## src/rtl/core/u16to8_pkg.sv

```systemverilog
// Shared types and constants for the UTF-16/UTF-32 to UTF-8 transcoder.
package u16to8_pkg;

   localparam int QueueDepth = 4;
   localparam int QueuePtrW  = $clog2(QueueDepth);
   localparam int QueueCntW  = $clog2(QueueDepth + 1);

   localparam logic [1:0] ERR_NONE        = 2'd0;
   localparam logic [1:0] ERR_UNPAIRED_HI = 2'd1;
   localparam logic [1:0] ERR_LONE_LO     = 2'd2;
   localparam logic [1:0] ERR_BAD_SCALAR  = 2'd3;

   localparam logic [31:0] SURR_FIRST   = 32'h0000_D800;
   localparam logic [31:0] HIGH_LAST    = 32'h0000_DBFF;
   localparam logic [31:0] LOW_FIRST    = 32'h0000_DC00;
   localparam logic [31:0] SURR_LAST    = 32'h0000_DFFF;
   localparam logic [20:0] SUPP_BASE    = 21'h01_0000;
   localparam logic [20:0] ONE_BYTE_MAX = 21'h00_007F;
   localparam logic [20:0] TWO_BYTE_MAX = 21'h00_07FF;
   localparam logic [20:0] BMP_MAX      = 21'h00_FFFF;
   localparam logic [31:0] SCALAR_MAX   = 32'h0010_FFFF;
   localparam logic [7:0]  LEAD2        = 8'hC0;
   localparam logic [7:0]  LEAD3        = 8'hE0;
   localparam logic [7:0]  LEAD4        = 8'hF0;
   localparam logic [7:0]  CONT         = 8'h80;

   typedef struct packed {
      logic [31:0] code_unit;
      logic        last;
   } req_type;

   typedef struct packed {
      logic [7:0] out_byte;
      logic       run_last;
      logic       string_last;
      logic       error;
      logic [1:0] error_kind;
   } rsp_type;

   // One classified unit: up to four bytes, first byte in slot 0.
   typedef struct packed {
      logic [3:0][7:0] bytes;
      logic [1:0]      count_m1;
      logic            str_last;
      logic            error;
      logic [1:0]      error_kind;
   } job_type;

endpackage

```

## src/rtl/core/u16to8_front.sv

```systemverilog
// Front end: surrogate pairing, validation and UTF-8 byte formation per unit.
module u16to8_front (
   input  logic                 clock,
   input  logic                 reset,
   input  logic                 csr_we,
   input  logic                 csr_wdata,
   input  logic                 in_accept,
   input  u16to8_pkg::req_type  in_data,
   output logic                 job_push,
   output u16to8_pkg::job_type  job_data
);

   logic        mode32_ff,  mode32_in;
   logic [9:0]  held_ff,    held_in;
   logic        pending_ff, pending_in;
   logic        discard_ff, discard_in;

   logic [31:0] unit;
   logic [31:0] unit16;
   logic        is_high;
   logic        is_low;
   logic        is_surr32;
   logic [20:0] pair_cp;
   logic [20:0] enc_cp;
   logic        do_enc;
   logic        do_err;
   logic [1:0]  err_kind;

   function automatic u16to8_pkg::job_type encode(input logic [20:0] cp, input logic last);
      u16to8_pkg::job_type j;
      j            = '0;
      j.str_last   = last;
      j.error      = 1'b0;
      j.error_kind = u16to8_pkg::ERR_NONE;
      if (cp <= u16to8_pkg::ONE_BYTE_MAX) begin
         j.bytes[0] = cp[7:0];
         j.count_m1 = 2'd0;
      end else if (cp <= u16to8_pkg::TWO_BYTE_MAX) begin
         j.bytes[0] = u16to8_pkg::LEAD2 | {3'b000, cp[10:6]};
         j.bytes[1] = u16to8_pkg::CONT  | {2'b00, cp[5:0]};
         j.count_m1 = 2'd1;
      end else if (cp <= u16to8_pkg::BMP_MAX) begin
         j.bytes[0] = u16to8_pkg::LEAD3 | {4'b0000, cp[15:12]};
         j.bytes[1] = u16to8_pkg::CONT  | {2'b00, cp[11:6]};
         j.bytes[2] = u16to8_pkg::CONT  | {2'b00, cp[5:0]};
         j.count_m1 = 2'd2;
      end else begin
         j.bytes[0] = u16to8_pkg::LEAD4 | {5'b00000, cp[20:18]};
         j.bytes[1] = u16to8_pkg::CONT  | {2'b00, cp[17:12]};
         j.bytes[2] = u16to8_pkg::CONT  | {2'b00, cp[11:6]};
         j.bytes[3] = u16to8_pkg::CONT  | {2'b00, cp[5:0]};
         j.count_m1 = 2'd3;
      end
      return j;
   endfunction

   assign unit      = in_data.code_unit;
   assign unit16    = {16'h0000, unit[15:0]};
   assign is_high   = (unit16 >= u16to8_pkg::SURR_FIRST) && (unit16 <= u16to8_pkg::HIGH_LAST);
   assign is_low    = (unit16 >= u16to8_pkg::LOW_FIRST) && (unit16 <= u16to8_pkg::SURR_LAST);
   assign is_surr32 = (unit >= u16to8_pkg::SURR_FIRST) && (unit <= u16to8_pkg::SURR_LAST);
   assign pair_cp   = u16to8_pkg::SUPP_BASE + {1'b0, held_ff, unit[9:0]};

   always_comb begin
      do_enc     = 1'b0;
      do_err     = 1'b0;
      err_kind   = u16to8_pkg::ERR_NONE;
      enc_cp     = unit16[20:0];
      mode32_in  = mode32_ff;
      held_in    = held_ff;
      pending_in = pending_ff;
      discard_in = discard_ff;

      if (in_accept) begin
         if (discard_ff) begin
            // drop the rest of a rejected string
            if (in_data.last) discard_in = 1'b0;
         end else if (mode32_ff) begin
            if ((unit > u16to8_pkg::SCALAR_MAX) || is_surr32) begin
               do_err   = 1'b1;
               err_kind = u16to8_pkg::ERR_BAD_SCALAR;
            end else begin
               do_enc = 1'b1;
               enc_cp = unit[20:0];
            end
         end else if (pending_ff) begin
            if (is_low) begin
               do_enc     = 1'b1;
               enc_cp     = pair_cp;
               pending_in = 1'b0;
               held_in    = '0;
            end else begin
               do_err   = 1'b1;
               err_kind = u16to8_pkg::ERR_UNPAIRED_HI;
            end
         end else if (is_high) begin
            if (in_data.last) begin
               do_err   = 1'b1;
               err_kind = u16to8_pkg::ERR_UNPAIRED_HI;
            end else begin
               held_in    = unit[9:0];
               pending_in = 1'b1;
            end
         end else if (is_low) begin
            do_err   = 1'b1;
            err_kind = u16to8_pkg::ERR_LONE_LO;
         end else begin
            do_enc = 1'b1;
         end

         if (do_err) begin
            pending_in = 1'b0;
            held_in    = '0;
            discard_in = ~in_data.last;
         end
      end

      // a mode write starts a fresh string
      if (csr_we) begin
         mode32_in  = csr_wdata;
         held_in    = '0;
         pending_in = 1'b0;
         discard_in = 1'b0;
      end
   end

   always_comb begin
      if (do_err) begin
         job_data            = '0;
         job_data.str_last   = 1'b1;
         job_data.error      = 1'b1;
         job_data.error_kind = err_kind;
      end else begin
         job_data = encode(enc_cp, in_data.last);
      end
   end

   assign job_push = do_enc | do_err;

   always_ff @(posedge clock) begin
      if (reset) begin
         mode32_ff  <= 1'b0;
         held_ff    <= '0;
         pending_ff <= 1'b0;
         discard_ff <= 1'b0;
      end else begin
         mode32_ff  <= mode32_in;
         held_ff    <= held_in;
         pending_ff <= pending_in;
         discard_ff <= discard_in;
      end
   end

endmodule

```

## src/rtl/core/u16to8_fifo.sv

```systemverilog
// Short queue of classified units between front end and byte serialiser.
module u16to8_fifo (
   input  logic                 clock,
   input  logic                 reset,
   input  logic                 push,
   input  u16to8_pkg::job_type  push_data,
   input  logic                 pop,
   output u16to8_pkg::job_type  head,
   output logic                 empty,
   output logic                 full
);

   u16to8_pkg::job_type                  slot_ff [u16to8_pkg::QueueDepth];
   logic [u16to8_pkg::QueuePtrW-1:0]     wr_ff, wr_in;
   logic [u16to8_pkg::QueuePtrW-1:0]     rd_ff, rd_in;
   logic [u16to8_pkg::QueueCntW-1:0]     cnt_ff, cnt_in;
   logic                                 do_push;
   logic                                 do_pop;

   assign empty   = (cnt_ff == '0);
   assign full    = (cnt_ff == u16to8_pkg::QueueCntW'(u16to8_pkg::QueueDepth));
   assign do_push = push & ~full;
   assign do_pop  = pop & ~empty;
   assign head    = slot_ff[rd_ff];

   always_comb begin
      wr_in  = do_push ? wr_ff + u16to8_pkg::QueuePtrW'(1) : wr_ff;
      rd_in  = do_pop  ? rd_ff + u16to8_pkg::QueuePtrW'(1) : rd_ff;
      cnt_in = cnt_ff;
      if (do_push && !do_pop) cnt_in = cnt_ff + u16to8_pkg::QueueCntW'(1);
      else if (!do_push && do_pop) cnt_in = cnt_ff - u16to8_pkg::QueueCntW'(1);
   end

   always_ff @(posedge clock) begin
      if (do_push) slot_ff[wr_ff] <= push_data;
   end

   always_ff @(posedge clock) begin
      if (reset) begin
         wr_ff  <= '0;
         rd_ff  <= '0;
         cnt_ff <= '0;
      end else begin
         wr_ff  <= wr_in;
         rd_ff  <= rd_in;
         cnt_ff <= cnt_in;
      end
   end

endmodule

```

## src/rtl/core/u16to8_back.sv

```systemverilog
// Back end: serialises queued units into single-byte result words.
module u16to8_back (
   input  logic                 clock,
   input  logic                 reset,
   input  u16to8_pkg::job_type  head,
   input  logic                 q_empty,
   output logic                 q_pop,
   output logic                 rsp_empty,
   input  logic                 rsp_pop,
   output u16to8_pkg::rsp_type  rsp_data
);

   logic                 valid_ff, valid_in;
   u16to8_pkg::rsp_type  word_ff,  word_in;
   logic [1:0]           idx_ff,   idx_in;
   logic                 load;
   logic                 take;
   logic                 last_byte;

   assign load      = ~valid_ff | rsp_pop;
   assign take      = load & ~q_empty;
   assign last_byte = (idx_ff == head.count_m1);
   assign q_pop     = take & last_byte;

   always_comb begin
      valid_in = load ? ~q_empty : valid_ff;
      idx_in   = idx_ff;
      if (take) idx_in = last_byte ? 2'd0 : idx_ff + 2'd1;
      word_in             = word_ff;
      if (take) begin
         word_in.out_byte    = head.bytes[idx_ff];
         word_in.run_last    = last_byte;
         word_in.string_last = last_byte & head.str_last;
         word_in.error       = head.error;
         word_in.error_kind  = head.error_kind;
      end
   end

   always_ff @(posedge clock) begin
      if (reset) begin
         valid_ff <= 1'b0;
         idx_ff   <= 2'd0;
      end else begin
         valid_ff <= valid_in;
         idx_ff   <= idx_in;
      end
   end

   // hold the output word while the receiver stalls
   always_ff @(posedge clock) begin
      word_ff <= word_in;
   end

   assign rsp_empty = ~valid_ff;
   assign rsp_data  = word_ff;

endmodule

```

## src/rtl/core/utf16_to_utf8_transcoder_core.sv

```systemverilog
// Top level of the UTF-16/UTF-32 to UTF-8 transcoder.
//
// Input queue: write one wide code unit per word with req_push while req_full is
// low; req_data.last marks the final unit of a string. Result queue: while
// rsp_empty is low, rsp_data holds the oldest UTF-8 byte; rsp_pop takes it.
// Each code point yields one to four bytes; an invalid unit yields one error
// word with string_last set, and the rest of that string is dropped.
// csr_we/csr_wdata select UTF-32 (1) or UTF-16 (0) mode and start a fresh
// string; write only while no word is in flight.
// The first byte of a unit passes the unit queue and the output word register
// on its way to the result port. A unit can be taken every cycle while the
// four-entry unit queue has room; the byte serialiser drains one byte per
// cycle while the receiver pops, so a unit of n bytes stays at the queue head
// until all n are out. A high surrogate and dropped units produce no bytes.
// Reset (synchronous) selects UTF-16 mode, clears the pairing state and
// empties both queues. When the receiver stalls the output word holds, the
// unit queue fills, and req_full rises once four units are waiting.
module utf16_to_utf8_transcoder_core (
   input  logic                 clock,
   input  logic                 reset,
   input  logic                 req_push,
   output logic                 req_full,
   input  u16to8_pkg::req_type  req_data,
   output logic                 rsp_empty,
   input  logic                 rsp_pop,
   output u16to8_pkg::rsp_type  rsp_data,
   input  logic                 csr_we,
   input  logic                 csr_wdata
);

   logic                 accept;
   logic                 job_push;
   u16to8_pkg::job_type  job_data;
   u16to8_pkg::job_type  head;
   logic                 q_empty;
   logic                 q_full;
   logic                 q_pop;

   assign req_full = q_full;
   assign accept   = req_push & ~q_full;

   u16to8_front u_front (
      .clock     (clock),
      .reset     (reset),
      .csr_we    (csr_we),
      .csr_wdata (csr_wdata),
      .in_accept (accept),
      .in_data   (req_data),
      .job_push  (job_push),
      .job_data  (job_data)
   );

   u16to8_fifo u_fifo (
      .clock     (clock),
      .reset     (reset),
      .push      (job_push),
      .push_data (job_data),
      .pop       (q_pop),
      .head      (head),
      .empty     (q_empty),
      .full      (q_full)
   );

   u16to8_back u_back (
      .clock     (clock),
      .reset     (reset),
      .head      (head),
      .q_empty   (q_empty),
      .q_pop     (q_pop),
      .rsp_empty (rsp_empty),
      .rsp_pop   (rsp_pop),
      .rsp_data  (rsp_data)
   );

endmodule

```

## config.mk

```make
export PLATFORM = sky130hd
export DESIGN_NAME = utf16_to_utf8_transcoder_core
export DESIGN_NICKNAME = d
export VERILOG_FILES = /design/src/rtl/core/u16to8_pkg.sv /design/src/rtl/core/u16to8_front.sv /design/src/rtl/core/u16to8_fifo.sv /design/src/rtl/core/u16to8_back.sv /design/src/rtl/core/utf16_to_utf8_transcoder_core.sv
export SDC_FILE = /design/constraint.sdc
export NUM_CORES = 1
export LEC_CHECK = 0
export BUFFER_PORTS_ARGS = -buffer_cell sky130_fd_sc_hd__buf_2
export CAP_MARGIN = 5
export CORE_ASPECT_RATIO = 0.9
export CORE_MARGIN = 5
export CORE_UTILIZATION = 39
export DETAILED_ROUTE_END_ITERATION = 12
export PLACE_DENSITY = 0.66
export SYNTH_ARGS = -nofsm -noshare
export SYNTH_HDL_FRONTEND = slang
export SYNTH_HIERARCHICAL = 1
export SYNTH_SLANG_ARGS = --single-unit
```

## constraint.sdc

```tcl
create_clock -name clock -period 2.8 [get_ports clock]
set_input_delay 0.14 -clock clock [delete_from_list [all_inputs] [get_ports clock]]
set_output_delay 0.14 -clock clock [all_outputs]
set_load 0.01 [all_outputs]
```

# Word level (Yosys, flattened, before mapping)
# Memories as Yosys holds them, arrays and structs flattened. A register that Yosys moved wholly into a read port is not among the register bits.
# Index checks and enable logic that the tools add are counted.
[word_totals] output_inout_bits=15 register_bits=36 mem_count=1 ramBits=152
[op_classes] add_sub_neg=6 n_reduce_logical=14 order_cmp=11 eq_ne=6 bitwise=12 mux=62
[memory_table] memory="u_fifo.slot_ff" depth=4 word_bits=38 read_ports=1 rd_ports_with_merged_regs=1 wr=1 line_no="u16to8_fifo.sv:13" source="u16to8_pkg::job_type slot_ff [u16to8_pkg::QueueDepth];"
[op_table] cell="$mux 21" n=6
[op_table] cell="$mux 10" n=8
[op_table] cell="$mux 24" n=2
[op_table] cell="$mux 38" n=1
[op_table] cell="$ge 16x16->1 const B" n=2
[op_table] cell="$ge 32x16->1 const B" n=1
[op_table] cell="$gt 32x21->1 const B" n=1
[op_table] cell="$le 16x16->1 const B" n=2
[op_table] cell="$le 32x16->1 const B" n=1
[op_table] cell="$mux 1" n=28
[op_table] cell="$add 17x20->21 const A" n=1
[op_table] cell="$le 21x11->1 const B" n=1
[op_table] cell="$le 21x16->1 const B" n=1
[op_table] cell="$le 21x7->1 const B" n=1
[op_table] cell="$mux 2" n=10
[op_table] cell="$mux 18" n=1
[op_table] cell="$bmux 8 s2" n=1
[op_table] cell="$mux 16" n=1
[op_table] cell="$mux 8" n=2
[op_table] cell="$add 2x1->2 const B" n=3
[op_table] cell="$and 1x1->1" n=6
[op_table] cell="$mux 3" n=2
[op_table] cell="$reduce_and 6->1" n=1
[op_table] cell="$logic_and 1x1->1" n=5
[op_table] cell="other kinds (17)" n=23

# Depth between registers and ports, before layout
[depth] depth_word=15 depth_mapped=12 ltp_nobuf=12

# Cells and area by module
# The synthesis kept the hierarchy.
[modules_own_cells] module="u16to8_fifo" cells_per_inst=246 area_each_um2=5960.7 n_inst=1
[modules_own_cells] module="u16to8_front" cells_per_inst=197 area_each_um2=1418.9 n_inst=1
[modules_own_cells] module="u16to8_back" cells_per_inst=47 area_each_um2=774.5 n_inst=1
[modules_own_cells] module="utf16_to_utf8_transcoder_core" cells_per_inst=1 area_each_um2=13.8 n_inst=1

# Worst setup path after synthesis
# OpenSTA, ideal clock, no wires.
[synth_timing] kind="register to register" start="register (tool-made name)" end="register u_fifo/cnt_ff[2] (netlist bit)" path_buffers=2 t_required_ps=2730 stages_incl_launch_ff=13 synth_period_minus_slack_ps=2834 arrival_time_ps=2764 slack_ps=-34 cell_sequence="dfxtp_1 -> buf_6 -> buf_12 -> mux4_2 -> xor2_1 -> nor4_1 -> o31ai_1 -> ha_1 -> inv_1 -> fa_1 -> xor2_1 -> or3_1 -> a21oi_1"
[synth_lines] element="to (signal assigned)" line_no="u16to8_fifo.sv:46" source="cnt_ff <= cnt_in;"
[synth_lines] element="to (decl)" line_no="u16to8_fifo.sv:16" source="logic [u16to8_pkg::QueueCntW-1:0] cnt_ff, cnt_in;"

==> impl_metrics.tcl <==
set metrics [dict create \
    die_w_um 163 \
    vias 4640 \
    syn_area_um2 8170 \
    async_reset_ff_frac 0 \
    fillCellCount 1771 \
    cts_tree "yes" \
    routabilityCongestion 0.888 \
    cp.arrival_ns 3.04 \
    num_io_pins 54 \
    grt_max_degree 39 \
    coreArea_um2 20700 \
    grt_pass1_wl_mm 26.6 \
    grt_pass1_vias 4813 \
    critical_path.max_fanout 3 \
    ys.flop_type "edfxtp_1" \
    cts_max_path_buffers 2 \
    min_path_cells 2 \
    switchingPower_mw 1.99 \
    yosysTopAreaCell "edfxtp_1" \
    outcome "finished clean" \
    layout_common_cells "165 x edfxtp_1, 53 x buf_2, 45 x mux4_2" \
    synthMuxAreaShare 0.143 \
    via_per_inst 5.30 \
    synth-seq-cells 190 \
    die_area_um2 23900 \
    switching_share 0.261 \
    grt.total_usage 0.146 \
    setup_viol 0 \
    combPwrFrac 0.207 \
    initial_core_util 0.394 \
    placementRows 50 \
    power_frac_clock 0.303 \
    r2r_setup_slack_ns 0.12 \
    crit_type "reg2reg" \
    diodes 0 \
    worstReg2RegEnd "u_fifo/cnt_ff[2]" \
    dp_hpwl_mm 10.8 \
    ant_nets 0 \
    ys_top_cells_by_area "edfxtp_1 61%, mux4_2 12%, dfxtp_1 6.1%" \
    drt_iter0_drc 404 \
    layout_commonest_cell "edfxtp_1" \
    regArea_um2 5460 \
    timing.slew.headroom 0.521 \
    worstHoldStart "req_data[2]" \
    crit_path_end_kind "flop" \
    synth-xor-area-share 0.00965 \
    worst_pin_slew_ns 0.715 \
    dp_worst_setup_slack_ns -0.202 \
    placed_cells 831 \
    synth_simple_gate_area_frac 0.0757 \
    area_growth_pct 17.7 \
    firstDrtPassIters 5 \
    die_h_um 147 \
    p_leak_nw 3.26 \
    irDropWorstVdd_uv 415 \
    yosys.area.top_type_share 0.607 \
    layout-drive-gt1-share 0.319 \
    power.density_nw_per_um2 795 \
    ys_types 62 \
    finClkSkew_ns 0.00885 \
    overflow 0 \
    fmax_mhz 374 \
    hold-path-endpoint "u_front/held_ff[1]" \
    cts.sinks 190 \
    timing.hold.ws_ns 0.0204 \
    period_share 0.956 \
    finalHoldViolations 0 \
    report.final.slew_viol_count 0 \
    synth_top_family_by_area "multiplexers" \
    synth_edf_count 165 \
    numCtsBuffers 17 \
    synth_compound_area_frac 0.0608 \
    seq_power_share 0.490 \
    cap_violations 0 \
    antenna_found_initial 0 \
    finalPower_mw 7.64 \
    remaining_drc_errors 0 \
    synth.avg_cell_area_um2 16.6 \
    fin_ws_ns 0.124 \
    wl_mm 16.5 \
    hp-class "in2reg" \
    start_kind "flop" \
    cts-root-buf "clkbuf_16" \
    ys_seq_area_frac 0.668 \
    reg2reg_depth 10 \
    stdcell_count 875 \
    multi_input_area_um2 2550 \
    cp.required_ns 3.16 \
    clkTransAtPathRegs_ns 0.07 \
    port_buffers 53 \
    synthCells 491 \
    fin_tns_setup_ns 0 \
    synth-adder-area-share 0.0116 \
    cts_htree_levels 4 \
    fin_nets 622 \
    avgRoutedWirePerCell_um 18.8 \
    min_period_ns 2.68 \
    synth_warnings 6 \
    p_int_mw 5.65 \
    insertion_delay_ns 0.43 \
]
==> registers in the layout (all words and copies together), names as in the netlist, named ones only <==
signal              cells
u_fifo/slot_ff        152
u_back/rsp_data        13
u_front/held_ff        10
u_fifo/cnt_ff           3
u_back/idx_ff           2
u_fifo/rd_ff            2
u_fifo/wr_ff            2
u_back/valid_ff         1
u_front/discard_ff      1
u_front/mode32_ff       1
u_front/pending_ff      1
==> cells in the mapped netlist (all sizes together), types with 2 or more instances <==
master and instances:
a221oi 3, a21oi 19, nand2 18, or3 3, o211a 2, xor2 7, inv 16, dfxtp 25
nand2b 6, a22oi 2, buf 19, mux4 46, xnor2 2, or2 2, mux2i 7, mux2 5
ha 6, nand3 3, o31ai 4, nor3 10, o22ai 5, a22o 10, clkbuf 7, o211ai 4
nor2b 6, nor2 37, o21a 2, edfxtp 165, nor4 8, o21ai 8, and2 11
==> how the worst max path moves through the flow <==
stage / end / depth (start not counted) / slack [ns]
2_1_floorplan: u_fifo/cnt_ff[2] / 12 / 0.006
3_3_place_gp: u_fifo/cnt_ff[2] / 10 / -0.02
3_5_place_dp: u_fifo/cnt_ff[2] / 10 / -0.20
4_1_cts: u_fifo/slot_ff[3][19] / 8 / 0.02
5_1_grt: u_fifo/slot_ff[2][8] / 10 / -0.002
6_report: u_fifo/cnt_ff[2] / 10 / 0.12
==> cell families (layout without fill, tap and decap cells) <==
family                   count (synthesis)  in the layout
other                                    1              3
multiplexers                            58             58
AND/OR/NAND/NOR                        114            114
buffers and inverters                   42            138
AO/OA/AOI/OAI                           70             70
XOR/XNOR                                 9              9
flip-flops                             190            190
adder cells (fa/ha/maj)                  7              7
==> per-stage QoR <==
step                 util  area (µm²)
floorplan               -        8180
global placement    0.427        8850
detailed placement  0.427        8850
CTS                 0.462        9560
global route        0.464        9620
finish              0.464        9620
==> worst max-delay path, stage by stage (launching register included) <==
cell and delay [ns]:
dfxtp_4 0.37, mux4_2 0.54, xor2_2 0.26, nor4_4 0.08, o31ai_2 0.12, ha_2 0.24
inv_1 0.05, fa_2 0.33, xor2_1 0.16, or3_1 0.34, a21oi_2 0.13
==> timing repair <==
item | CTS | global route
pin swaps | 4 | 3
hold buffers | 8 | 0
buffers inserted | 3 | 2
gates resized for setup | 6 | 14
cloned | 0 | 0
setup endpoints to repair | 2 | 89
hold endpoints to repair | 8 | 0
==> power groups by stage <==
stage | Clock [mW] | Sequential [mW] | Combinational (mW)
floorplan | 0 | 3.84 | 0.935
global placement | 0 | 3.78 | 1.48
global route | 2.51 | 3.78 | 1.72
detailed placement | 0 | 3.80 | 1.53
finish | 2.32 | 3.74 | 1.58
CTS | 2.37 | 3.75 | 1.58
==> area by class of cell <==
| type | instances | area share |
|---|---|---|
| flip-flops and latches | 190 | 0.568 |
| clock inverters | 14 | 0.0148 |
| inverters | 16 | 0.00625 |
| clock buffers | 18 | 0.0446 |
| repair buffers | 90 | 0.0638 |
| well taps | 286 | 0.0372 |
| multi-input cells | 261 | 0.265 |
==> metal layers <==
layer	vias up	GRT usage	wire, µm
met1	2347	0.201	7330
met3	20	0.0457	1140
li1	2109	-	-
met5	-	0	0
met4	0	0.0390	201
met2	164	0.226	7800
(Power assumes the default switching activity.)
